$ cat src/hdl/pt64_pkg.sv
// ----------------------------------------------------------------------------
// pt64_pkg
// Shared types and constants for the 64-bit primality tester.
// ----------------------------------------------------------------------------
package pt64_pkg;

    localparam int BASE_COUNT = 7;
    localparam int BASE_WIDTH = 31;
    localparam int BASE_IDX_WIDTH = 3;

    // Fixed witness bases of the deterministic test.
    localparam logic [BASE_WIDTH-1:0] WITNESS_BASES [BASE_COUNT] = '{
        31'd2, 31'd325, 31'd9375, 31'd28178, 31'd450775, 31'd9780504,
        31'd1795265022
    };

    // Sequencer states.
    typedef enum logic [3:0] {
        ST_IDLE,
        ST_CHECK,
        ST_SPLIT,
        ST_BASE,
        ST_DIV,
        ST_POW_STEP,
        ST_POW_MUL,
        ST_POW_SQR,
        ST_TEST,
        ST_SQR,
        ST_SQR_TEST,
        ST_DONE
    } state_t;

endpackage

$ cat src/hdl/pt64_mulmod.sv
// ----------------------------------------------------------------------------
// pt64_mulmod
// Bit-serial modular multiplier: one multiplier bit per cycle, shift and add.
// ----------------------------------------------------------------------------
module pt64_mulmod #(
    parameter int W = 64
) (
    input  logic         clk,
    input  logic         rst_n,
    input  logic         start,
    input  logic [W-1:0] x,
    input  logic [W-1:0] y,
    input  logic [W-1:0] m,
    output logic         done,
    output logic [W-1:0] result
);
    localparam int CW = $clog2(W + 1);

    logic [W-1:0] acc_reg, acc_next;
    logic [W-1:0] y_reg, y_next;
    logic [CW-1:0] cnt_reg, cnt_next;
    logic busy_reg, busy_next;
    logic done_reg, done_next;
    logic [W-1:0] dbl;
    logic [W-1:0] room;

    // Doubling then conditional add, both modulo m.
    always_comb
    begin
        room = m - acc_reg;
        dbl = (acc_reg >= room) ? acc_reg - room : acc_reg + acc_reg;
        acc_next = acc_reg;
        y_next = y_reg;
        cnt_next = cnt_reg;
        busy_next = busy_reg;
        done_next = 1'b0;
        if (start)
        begin
            acc_next = '0;
            y_next = y;
            cnt_next = CW'(W);
            busy_next = 1'b1;
        end
        else if (busy_reg)
        begin
            if (y_reg[W-1])
            begin
                acc_next = (dbl >= m - x) ? dbl - (m - x) : dbl + x;
            end
            else
            begin
                acc_next = dbl;
            end
            y_next = y_reg << 1;
            cnt_next = cnt_reg - 1'b1;
            if (cnt_reg == CW'(1))
            begin
                busy_next = 1'b0;
                done_next = 1'b1;
            end
        end
    end

    // Control registers.
    always_ff @(posedge clk or negedge rst_n)
    begin
        if (!rst_n)
        begin
            busy_reg <= 1'b0;
            done_reg <= 1'b0;
            cnt_reg <= '0;
        end
        else
        begin
            busy_reg <= busy_next;
            done_reg <= done_next;
            cnt_reg <= cnt_next;
        end
    end

    // Datapath registers.
    always_ff @(posedge clk)
    begin
        acc_reg <= acc_next;
        y_reg <= y_next;
    end

    assign done = done_reg;
    assign result = acc_reg;
endmodule

$ cat src/hdl/pt64_remdiv.sv
// ----------------------------------------------------------------------------
// pt64_remdiv
// Bit-serial remainder of n by a small base, one dividend bit per cycle.
// ----------------------------------------------------------------------------
module pt64_remdiv #(
    parameter int W = 64,
    parameter int BW = 31
) (
    input  logic          clk,
    input  logic          rst_n,
    input  logic          start,
    input  logic [W-1:0]  n,
    input  logic [BW-1:0] d,
    output logic          done,
    output logic          is_zero
);
    localparam int CW = $clog2(W + 1);

    logic [BW:0] rem_reg, rem_next;
    logic [W-1:0] n_reg, n_next;
    logic [CW-1:0] cnt_reg, cnt_next;
    logic busy_reg, busy_next;
    logic done_reg, done_next;
    logic [BW+1:0] sh;

    // Restoring division step on the remainder only.
    always_comb
    begin
        sh = {rem_reg, n_reg[W-1]};
        rem_next = rem_reg;
        n_next = n_reg;
        cnt_next = cnt_reg;
        busy_next = busy_reg;
        done_next = 1'b0;
        if (start)
        begin
            rem_next = '0;
            n_next = n;
            cnt_next = CW'(W);
            busy_next = 1'b1;
        end
        else if (busy_reg)
        begin
            if (sh >= {2'b00, d})
            begin
                rem_next = (BW+1)'(sh - {2'b00, d});
            end
            else
            begin
                rem_next = (BW+1)'(sh);
            end
            n_next = n_reg << 1;
            cnt_next = cnt_reg - 1'b1;
            if (cnt_reg == CW'(1))
            begin
                busy_next = 1'b0;
                done_next = 1'b1;
            end
        end
    end

    // Control registers.
    always_ff @(posedge clk or negedge rst_n)
    begin
        if (!rst_n)
        begin
            busy_reg <= 1'b0;
            done_reg <= 1'b0;
            cnt_reg <= '0;
        end
        else
        begin
            busy_reg <= busy_next;
            done_reg <= done_next;
            cnt_reg <= cnt_next;
        end
    end

    // Datapath registers.
    always_ff @(posedge clk)
    begin
        rem_reg <= rem_next;
        n_reg <= n_next;
    end

    assign done = done_reg;
    assign is_zero = (rem_reg == '0);
endmodule

$ cat src/hdl/primality_test_64.sv
// ----------------------------------------------------------------------------
// primality_test_64
// Deterministic Miller-Rabin test with seven fixed bases on a bit-serial
// modular multiplier.
//
// Channel  Direction  Handshake              Payload
// in       input      in_valid / in_stall    candidate [63:0]
// out      output     out_valid / out_stall  prime_flag
//
// One candidate is worked at a time. Each modular multiply runs on the shared
// shift-and-add multiplier; n-1 is split into odd part and power of two at one
// bit per cycle. Each base needs a remainder pass and up to about 2*NUM_WIDTH
// multiplies. Reset clears the sequencer to idle.
// The result is held in an output register while out_stall is high; the next
// input transfer is taken once that register has been emptied.
// ----------------------------------------------------------------------------
module primality_test_64 #(
    parameter int NUM_WIDTH = 64
) (
    input  logic        clk,
    input  logic        rst_n,
    input  logic        in_valid,
    output logic        in_stall,
    input  logic [63:0] candidate,
    output logic        out_valid,
    input  logic        out_stall,
    output logic        prime_flag
);
    import pt64_pkg::*;

    localparam int W = NUM_WIDTH;
    localparam int SW = $clog2(W + 1);

    state_t state_reg, state_next;
    logic [W-1:0] n_reg, n_next;
    logic [W-1:0] base_reg, base_next;
    logic [W-1:0] x_reg, x_next;
    logic [W-1:0] e_reg, e_next;
    logic [W-1:0] d_reg, d_next;
    logic [SW-1:0] s_reg, s_next;
    logic [SW-1:0] r_reg, r_next;
    logic [BASE_IDX_WIDTH-1:0] idx_reg, idx_next;
    logic ov_reg, ov_next;
    logic flag_reg, flag_next;

    logic mm_start;
    logic [W-1:0] mm_x, mm_y;
    logic mm_done;
    logic [W-1:0] mm_res;
    logic dv_start, dv_done, dv_zero;
    logic [W-1:0] nm1;
    logic [W-1:0] cur_base;
    logic accept;

    assign accept = in_valid && !in_stall;
    assign in_stall = (state_reg != ST_IDLE) || ov_reg;
    assign nm1 = n_reg - 1'b1;
    assign cur_base = W'({33'd0, WITNESS_BASES[idx_reg]});

    pt64_mulmod #(.W(W)) u_mul (
        .clk(clk), .rst_n(rst_n), .start(mm_start), .x(mm_x), .y(mm_y),
        .m(n_reg), .done(mm_done), .result(mm_res)
    );

    pt64_remdiv #(.W(W), .BW(BASE_WIDTH)) u_div (
        .clk(clk), .rst_n(rst_n), .start(dv_start), .n(n_reg),
        .d(WITNESS_BASES[idx_reg]), .done(dv_done), .is_zero(dv_zero)
    );

    // Sequencer for the base loop, exponentiation and squaring rounds.
    always_comb
    begin
        state_next = state_reg;
        n_next = n_reg;
        base_next = base_reg;
        x_next = x_reg;
        e_next = e_reg;
        d_next = d_reg;
        s_next = s_reg;
        r_next = r_reg;
        idx_next = idx_reg;
        ov_next = ov_reg;
        flag_next = flag_reg;
        mm_start = 1'b0;
        mm_x = x_reg;
        mm_y = base_reg;
        dv_start = 1'b0;
        if (ov_reg && !out_stall)
        begin
            ov_next = 1'b0;
        end
        case (state_reg)
            ST_IDLE:
            begin
                if (accept)
                begin
                    n_next = candidate[W-1:0];
                    state_next = ST_CHECK;
                end
            end
            ST_CHECK:
            begin
                d_next = nm1;
                s_next = '0;
                idx_next = '0;
                if (n_reg < W'(2))
                begin
                    flag_next = 1'b0;
                    state_next = ST_DONE;
                end
                else if (n_reg == W'(2) || n_reg == W'(3))
                begin
                    flag_next = 1'b1;
                    state_next = ST_DONE;
                end
                else if (!n_reg[0])
                begin
                    flag_next = 1'b0;
                    state_next = ST_DONE;
                end
                else
                begin
                    state_next = ST_SPLIT;
                end
            end
            // Strip one trailing zero of n-1 per cycle.
            ST_SPLIT:
            begin
                if (d_reg[0])
                begin
                    state_next = ST_BASE;
                end
                else
                begin
                    d_next = d_reg >> 1;
                    s_next = s_reg + 1'b1;
                end
            end
            ST_BASE:
            begin
                if (32'(idx_reg) >= BASE_COUNT ||
                    {33'd0, WITNESS_BASES[idx_reg]} >= 64'(n_reg))
                begin
                    flag_next = 1'b1;
                    state_next = ST_DONE;
                end
                else
                begin
                    dv_start = 1'b1;
                    state_next = ST_DIV;
                end
            end
            ST_DIV:
            begin
                if (dv_done)
                begin
                    if (dv_zero)
                    begin
                        flag_next = 1'b0;
                        state_next = ST_DONE;
                    end
                    else
                    begin
                        base_next = cur_base;
                        x_next = W'(1);
                        e_next = d_reg;
                        state_next = ST_POW_STEP;
                    end
                end
            end
            ST_POW_STEP:
            begin
                if (e_reg == '0)
                begin
                    state_next = ST_TEST;
                end
                else if (e_reg[0])
                begin
                    mm_start = 1'b1;
                    mm_x = x_reg;
                    mm_y = base_reg;
                    state_next = ST_POW_MUL;
                end
                else
                begin
                    mm_start = 1'b1;
                    mm_x = base_reg;
                    mm_y = base_reg;
                    state_next = ST_POW_SQR;
                end
            end
            ST_POW_MUL:
            begin
                if (mm_done)
                begin
                    x_next = mm_res;
                    mm_start = 1'b1;
                    mm_x = base_reg;
                    mm_y = base_reg;
                    state_next = ST_POW_SQR;
                end
            end
            ST_POW_SQR:
            begin
                mm_x = base_reg;
                mm_y = base_reg;
                if (mm_done)
                begin
                    base_next = mm_res;
                    e_next = e_reg >> 1;
                    state_next = ST_POW_STEP;
                end
            end
            ST_TEST:
            begin
                r_next = SW'(1);
                if (x_reg == W'(1) || x_reg == nm1)
                begin
                    idx_next = idx_reg + 1'b1;
                    state_next = ST_BASE;
                end
                else
                begin
                    state_next = ST_SQR_TEST;
                end
            end
            ST_SQR_TEST:
            begin
                if (r_reg >= s_reg)
                begin
                    flag_next = 1'b0;
                    state_next = ST_DONE;
                end
                else
                begin
                    mm_start = 1'b1;
                    mm_x = x_reg;
                    mm_y = x_reg;
                    state_next = ST_SQR;
                end
            end
            ST_SQR:
            begin
                mm_x = x_reg;
                mm_y = x_reg;
                if (mm_done)
                begin
                    x_next = mm_res;
                    r_next = r_reg + 1'b1;
                    if (mm_res == nm1)
                    begin
                        idx_next = idx_reg + 1'b1;
                        state_next = ST_BASE;
                    end
                    else
                    begin
                        state_next = ST_SQR_TEST;
                    end
                end
            end
            ST_DONE:
            begin
                if (!ov_reg)
                begin
                    ov_next = 1'b1;
                    state_next = ST_IDLE;
                end
            end
            default:
            begin
                state_next = ST_IDLE;
            end
        endcase
    end

    // Control registers.
    always_ff @(posedge clk or negedge rst_n)
    begin
        if (!rst_n)
        begin
            state_reg <= ST_IDLE;
            ov_reg <= 1'b0;
            idx_reg <= '0;
            r_reg <= '0;
            s_reg <= '0;
        end
        else
        begin
            state_reg <= state_next;
            ov_reg <= ov_next;
            idx_reg <= idx_next;
            r_reg <= r_next;
            s_reg <= s_next;
        end
    end

    // Datapath registers.
    always_ff @(posedge clk)
    begin
        n_reg <= n_next;
        base_reg <= base_next;
        x_reg <= x_next;
        e_reg <= e_next;
        d_reg <= d_next;
        flag_reg <= flag_next;
    end

    assign out_valid = ov_reg;
    assign prime_flag = flag_reg;

    // A held result must not change while stalled.
    a_hold: assert property (@(posedge clk) disable iff (!rst_n)
        out_valid && out_stall |=> out_valid && $stable(prime_flag))
        else $error("result changed while stalled");

    // No input transfer while a result is pending.
    a_one: assert property (@(posedge clk) disable iff (!rst_n)
        out_valid |-> in_stall)
        else $error("input taken while result pending");

    // No multiply is started while the sequencer is idle.
    a_mul: assert property (@(posedge clk) disable iff (!rst_n)
        (state_reg == ST_IDLE) |-> !mm_start)
        else $error("multiply started while idle");
endmodule

$ cat config.mk
export PLATFORM = sky130hd
export DESIGN_NAME = primality_test_64
export DESIGN_NICKNAME = d
export VERILOG_FILES = /design/src/hdl/pt64_pkg.sv /design/src/hdl/pt64_mulmod.sv /design/src/hdl/pt64_remdiv.sv /design/src/hdl/primality_test_64.sv
export SDC_FILE = /design/constraint.sdc
export NUM_CORES = 2
export LEC_CHECK = 0
export BUFFER_PORTS_ARGS = -buffer_cell sky130_fd_sc_hd__buf_2
export CAP_MARGIN = 10
export CORE_MARGIN = 3
export CORE_UTILIZATION = 35
export DETAILED_ROUTE_END_ITERATION = 8
export PLACE_DENSITY = 0.55
export REMOVE_ABC_BUFFERS = 1
export SLEW_MARGIN = 10
export SYNTH_ARGS = -nofsm -noshare
export SYNTH_HDL_FRONTEND = slang
export SYNTH_SLANG_ARGS = --single-unit
$ cat constraint.sdc
create_clock -name clk -period 10.4 [get_ports clk]
set_clock_uncertainty 0.05 [all_clocks]
set_input_delay 2.08 -clock clk [delete_from_list [all_inputs] [get_ports clk]]
set_output_delay 2.08 -clock clk [all_outputs]
set_load 0.01 [all_outputs]
# After elaboration in Yosys (flattened, before gate mapping)
# Memory sizes are Yosys's and may differ from the RTL's.
# Index checks and enable logic that the tools add are counted.
[word_totals]
regBits = 585
rom_bits = 248
input_bits = 68
out_inout_bits = 3
wordCells = 196
n_memories = 1
[mem_list]
columns = ["name", "depth", "width", "read_ports", "rd_ports_with_merged_regs", "write_ports", "line_no", "rtl"]
rows = [
  ["(name not given)", 8, 31, 1, 0, 0, "primality_test_64.sv:142", "{33'd0, WITNESS_BASES[idx_reg]} >= 64'(n_reg))"],
]
[op_classes]
add_sub_neg = 13
n_lt_le_gt_ge = 8
eq_ne = 34
mux = 88
bitwise = 1
reduce_logical = 29
[ops]
columns = ["operator", "count"]
rows = [
  ["64-bit 2-to-1 mux", 20],
  ["64-bit case mux with 2 select lines", 5],
  ["64-bit subtractor", 4],
  ["64-bit case mux with 3 select lines", 1],
  ["64-bit adder", 2],
  ["64-bit by 2-bit == test with 1-bit output, second input constant", 2],
  ["64-bit == test", 2],
  ["64-bit >= comparator", 2],
  ["64-bit by 1-bit == test with 1-bit output, second input constant", 1],
  ["31-bit by 64-bit >= comparator with 1-bit output", 1],
  ["64-bit logical NOT", 1],
  ["64-bit by 2-bit less-than comparator with 1-bit output, second input constant", 1],
  ["64-bit by 1-bit subtractor with 64-bit output, second input constant", 1],
  ["31-bit 2-to-1 mux", 2],
  ["4-bit 2-to-1 mux", 15],
  ["4-bit case mux with 12 select lines", 1],
  ["7-bit 2-to-1 mux", 6],
  ["33-bit by 31-bit >= comparator with 1-bit output", 1],
  ["32-bit logical NOT", 1],
  ["32-bit 2-to-1 mux", 1],
  ["32-bit by 31-bit subtractor with 32-bit output", 1],
  ["1-bit 2-to-1 mux", 28],
  ["7-bit case mux with 2 select lines", 2],
  ["2-bit != test, second input constant", 10],
  ["31 further kinds", 62],
]

# Longest topological paths before layout
[depth]
ltp_word = 9
mapped_depth = 54
depth_no_buf = 52

# Modules after synthesis
# From an unflattened synthesis, not the netlist that was laid out.
[hier_totals]
hier_cells = 6185
area_unflattened_um2 = 53924.2
[modules_own_cells]
columns = ["module", "n_inst", "cells_per_inst", "area_each_um2", "seq_area_each_um2"]
rows = [
  ["pt64_mulmod", 1, 3382, 25244.2, 3428.3],
  ["primality_test_64", 1, 2167, 22156.2, 10189.8],
  ["pt64_remdiv", 1, 636, 6523.8, 2787.7],
]

# Worst setup path before layout
# OpenSTA, ideal clock, no wires.
[synth_path]
path_type = "flip-flop to flip-flop"
start = "reg u_mul.acc_reg[1] (netlist: u_mul.result[1])"
end = "reg u_mul.acc_reg[57] (netlist: u_mul.result[57])"
arrival_ns = 10.013
slack_ns = 0.111
path_stages_with_launch = 51
synth_period_minus_slack_ns = 10.289
cell_sequence = "dfxtp_1 > inv_1 > ha_1 > nor2b_1 > o21ai_0 > a21oi_1 > o21a_1 > o31ai_1 > or4_1 > a21o_1 > o21a_1 > o21ai_1 > o21a_1 > a221o_1 > a211oi_1 > o31ai_1 > a211oi_1 > o21bai_1 > [... 15 more ...] > ha_1 > a21oi_1 > nor2b_1 > o21ai_0 > nand2b_1 > a21oi_1 > o21ai_0 > a21oi_1 > o21ai_0 > nand2b_1 > a21oi_1 > a211o_1 > a31oi_1 > o31a_1 > nand2_1 > or4_1 > o211ai_1 > o22ai_1"
[synth_via]
elab_chain_cells = 6
[synth_rtl]
columns = ["item", "line_no", "rtl"]
rows = [
  ["start: declaration", "pt64_mulmod.sv:19", "logic [W-1:0] acc_reg, acc_next;"],
  ["start signal: assignment", "pt64_mulmod.sv:84", "acc_reg <= acc_next;"],
  ["64-bit subtractor", "pt64_mulmod.sv:30", "room = m - acc_reg;"],
  ["64-bit subtractor or 64-bit >= comparator (tied branches)", "pt64_mulmod.sv:31", "dbl = (acc_reg >= room) ? acc_reg - room : acc_reg + acc_reg;"],
  ["64-bit 2-to-1 mux (*)", "pt64_mulmod.sv:31", ""],
  ["64-bit adder, or another cell as far along", "pt64_mulmod.sv:48", "acc_next = (dbl >= m - x) ? dbl - (m - x) : dbl + x;"],
  ["64-bit 2-to-1 mux", "pt64_mulmod.sv:48", ""],
  ["64-bit 2-to-1 mux (*)", "pt64_mulmod.sv:46", "if (y_reg[W-1])"],
]
# Mark *: on every way between the ends. The rest lies on a longest branch, timed or not.
# A chain may end at the register's enable or synchronous reset.

# Worst setup path in the final report
[layout_path]
start = "reg n_reg[1]"
end = "reg u_mul.acc_reg[63] (netlist: u_mul.result[63])"
[layout_via]
elab_chain_cells = 6
[layout_rtl]
columns = ["item", "line_no", "rtl"]
rows = [
  ["start: declaration", "primality_test_64.sv:35", "logic [W-1:0] n_reg, n_next;"],
  ["start signal: assignment", "primality_test_64.sv:300", "n_reg <= n_next;"],
  ["64-bit subtractor", "pt64_mulmod.sv:30", ""],
  ["64-bit subtractor or 64-bit >= comparator (tied branches)", "pt64_mulmod.sv:31", ""],
  ["64-bit 2-to-1 mux", "pt64_mulmod.sv:31", ""],
  ["64-bit adder, or another cell as far along", "pt64_mulmod.sv:48", ""],
  ["64-bit 2-to-1 mux", "pt64_mulmod.sv:48", ""],
  ["64-bit 2-to-1 mux (*)", "pt64_mulmod.sv:46", ""],
]
# Marks and branches as above.

==> results.sh <==
export IMPL_min_from="u_mul.result[35]"
export IMPL_critPathKind="flip-flop to flip-flop"
export IMPL_final_cell_mix="nand2_1, buf_4, nor2_1"
export IMPL_crit_path_start_kind="flip-flop"
export IMPL_synth_top_area_cell="edfxtp_1"
export IMPL_synthTopCellsByArea="edfxtp_1, ha_1, xnor2_1"
export IMPL_start_util_pct=35.5
export IMPL_ys_seq_area_share_pct=32.9
export IMPL_grt_use_met2_pct=36.6
export IMPL_antenna_found_initial=3
export IMPL_fmax_mhz=99.7
export IMPL_grt_pass1_wl_mm=281
export IMPL_synth_area_um2=49900
export IMPL_nets=6927
export IMPL_synth_edf_count=449
export IMPL_holdPathEnd="u_mul.result[35]"
export IMPL_die_w_um=383
export IMPL_ys_warn_count=0
export IMPL_maxCapViolations=0
export IMPL_grt_util_met1_pct=39.2
export IMPL_via_per_inst=5.61
export IMPL_drive_gt1_share_pct=17.9
export IMPL_grt_busiest_layer="met1"
export IMPL_clock_sinks=585
export IMPL_arrival_ns=10.56
export IMPL_drtPass1Iterations=6
export IMPL_vias=47166
export IMPL_worstSetupStartpoint="n_reg[1]"
export IMPL_groute_usage_overall_pct=25.2
export IMPL_port_buffers=70
export IMPL_path_max_fanout=15
export IMPL_r2r_end="u_mul.result[63]"
export IMPL_drc=0
export IMPL_gp_congestion=0.955
export IMPL_clock_tree_htree_level_count=3
export IMPL_clk_latency_ns=0.66
export IMPL_ys_types=117
export IMPL_grt_overflow_total=0
export IMPL_grt_max_degree=111
export IMPL_antenna_left=0
export IMPL_async_reset_ff_share_pct=6.84
export IMPL_slowest_delay_ns=0.43
export IMPL_reg2reg_depth=50
export IMPL_avgSynthCellArea_um2=8.46
export IMPL_ios=71
export IMPL_die_h_um=383
export IMPL_fillers=14119
export IMPL_hold_class="flip-flop to flip-flop"
export IMPL_cts_made_buffers=68
export IMPL_cts_tree="yes"
export IMPL_finalSetupViolCount=0
export IMPL_finalHoldViolations=0
export IMPL_preCtsSetupSlack_ns=-0.347
export IMPL_path_clk_slew_ns=0.06
export IMPL_crit_top_cell="buf_4"
export IMPL_synth_cells=5891
export IMPL_synth_seq_cells=585
export IMPL_max_slew_margin_rel_pct=18.8
export IMPL_cpMaxStageDelayCell="edfxtp_1"
export IMPL_rrSetupSlack_ns=0.37
export IMPL_worst_pin_slew_ns=1.21
export IMPL_r2r_start="n_reg[1]"
export IMPL_synth_top_area_share_pct=27.0
export IMPL_cp_end_kind="flip-flop"
export IMPL_use_met3_pct=3.40
export IMPL_outcome="finished clean"
export IMPL_rows=137
export IMPL_synth_ff_type="edfxtp_1"
export IMPL_min_path_cells=2
export IMPL_grt_pass1_vias=43939
export IMPL_cts_root_buffer="clkbuf_16"
export IMPL_layout_commonest_cell="nand2_1"
export IMPL_worst_slack_ns=0.373
export IMPL_period_share_pct=96.4
export IMPL_wl_per_cell_um=22.9
export IMPL_cp_required_ns=10.93
export IMPL_hpwl_mm=154
export IMPL_drt_iter0_markers=4956
export IMPL_core_um2=141000
export IMPL_clk_path_buf_depth=3
export IMPL_period_minus_slack_ns=10.03
export IMPL_drv_slew=0
export IMPL_area_growth_pct=20.4
export IMPL_routed_wl_mm=193
export IMPL_dieArea_um2=147000
[cells by family after synthesis]
kind of cell	Yosys count	synth area share (%)
mux	158	3.38
flops	585	32.9
compound gates	1670	21.2
xor+xnor	535	9.45
buf+inv	554	4.37
fa+ha+maj	394	9.90
simple gates	1995	18.8
[cell type report]
| type | count | area (um2) | area share (%) |
|---|---|---|---|
| multi-input combinational | 4752 | 32100 | 53.5 |
| timing repair buffer | 777 | 5870 | 9.77 |
| inverter | 294 | 1100 | 1.84 |
| antenna | 1 | 2.50 | 0.00417 |
| sequential | 585 | 16400 | 27.3 |
| clock buffer | 87 | 1810 | 3.02 |
| tap | 1876 | 2350 | 3.91 |
| clock inverter | 39 | 359 | 0.598 |
[cell usage after synthesis, types with 91 or more instances]
cell type    n
inv_1      290
nand2_1    753
nand4_1    114
xor2_1     190
mux2i_1     91
nand3_1     93
dfxtp_1     96
nor2_1     495
nor3_1      94
clkbuf_1   222
xnor2_1    343
ha_1       376
edfxtp_1   449
a21o_1     210
o21ai_0    409
a21oi_1    501
[worst max path at each step]
stage | cells past startpoint | slack (ns) | end
after detailed placement | 51 | -0.35 | u_mul.result[56]
final | 50 | 0.37 | u_mul.result[63]
after global placement | 50 | -0.37 | u_mul.result[57]
after global routing | 55 | -0.03 | u_mul.result[6]
after floorplan | 38 | -2.16 | u_mul.result[63]
after CTS | 49 | 0.01 | u_mul.result[56]
[layer usage]
layer	up-vias	wire [um]
li1	22518	-
met1	22612	93600
met3	202	15800
met4	2	4450
met2	1832	78800
met5	-	13
[metrics by stage]
stage / utilization [%] / cells / hold slack, ns / setup TNS [ns] / area (um2)
after CTS: 42.1 / 8393 / 0.441 / 0 / 59100
after floorplan: - / 5631 / 0.408 / -112.33 / 48800
final: 42.7 / 8411 / 0.441 / 0 / 60000
after detailed placement: 40.4 / 8267 / 0.433 / -7.95 / 56900
after global routing: 42.7 / 8411 / 0.493 / -0.0969 / 60000
after global placement: 40.4 / 8267 / 0.431 / -7.38 / 56900
[critical path, delay by kind of cell, from the launching register on]
kind | cells | cell delay [ns]
buf+inv | 8 | 1.23
compound gates | 25 | 5.10
mux | 2 | 0.23
flops | 1 | 0.43
fa+ha+maj | 3 | 0.98
xor+xnor | 2 | 0.27
simple gates | 10 | 1.67
[what timing repair did]
action                                  in CTS  in global routing
gates resized for setup                     23                164
hold buffers                                 0                  0
endpoints found under the hold margin        0                  0
cloned                                       0                  3
buffers inserted                             0                 14
pin swaps                                    2                 62
endpoints found under the setup margin      63                 64
Power is left out: the tool's default activity adds up to more than one toggle a clock period on the data nets, which glitch-free logic cannot reach.
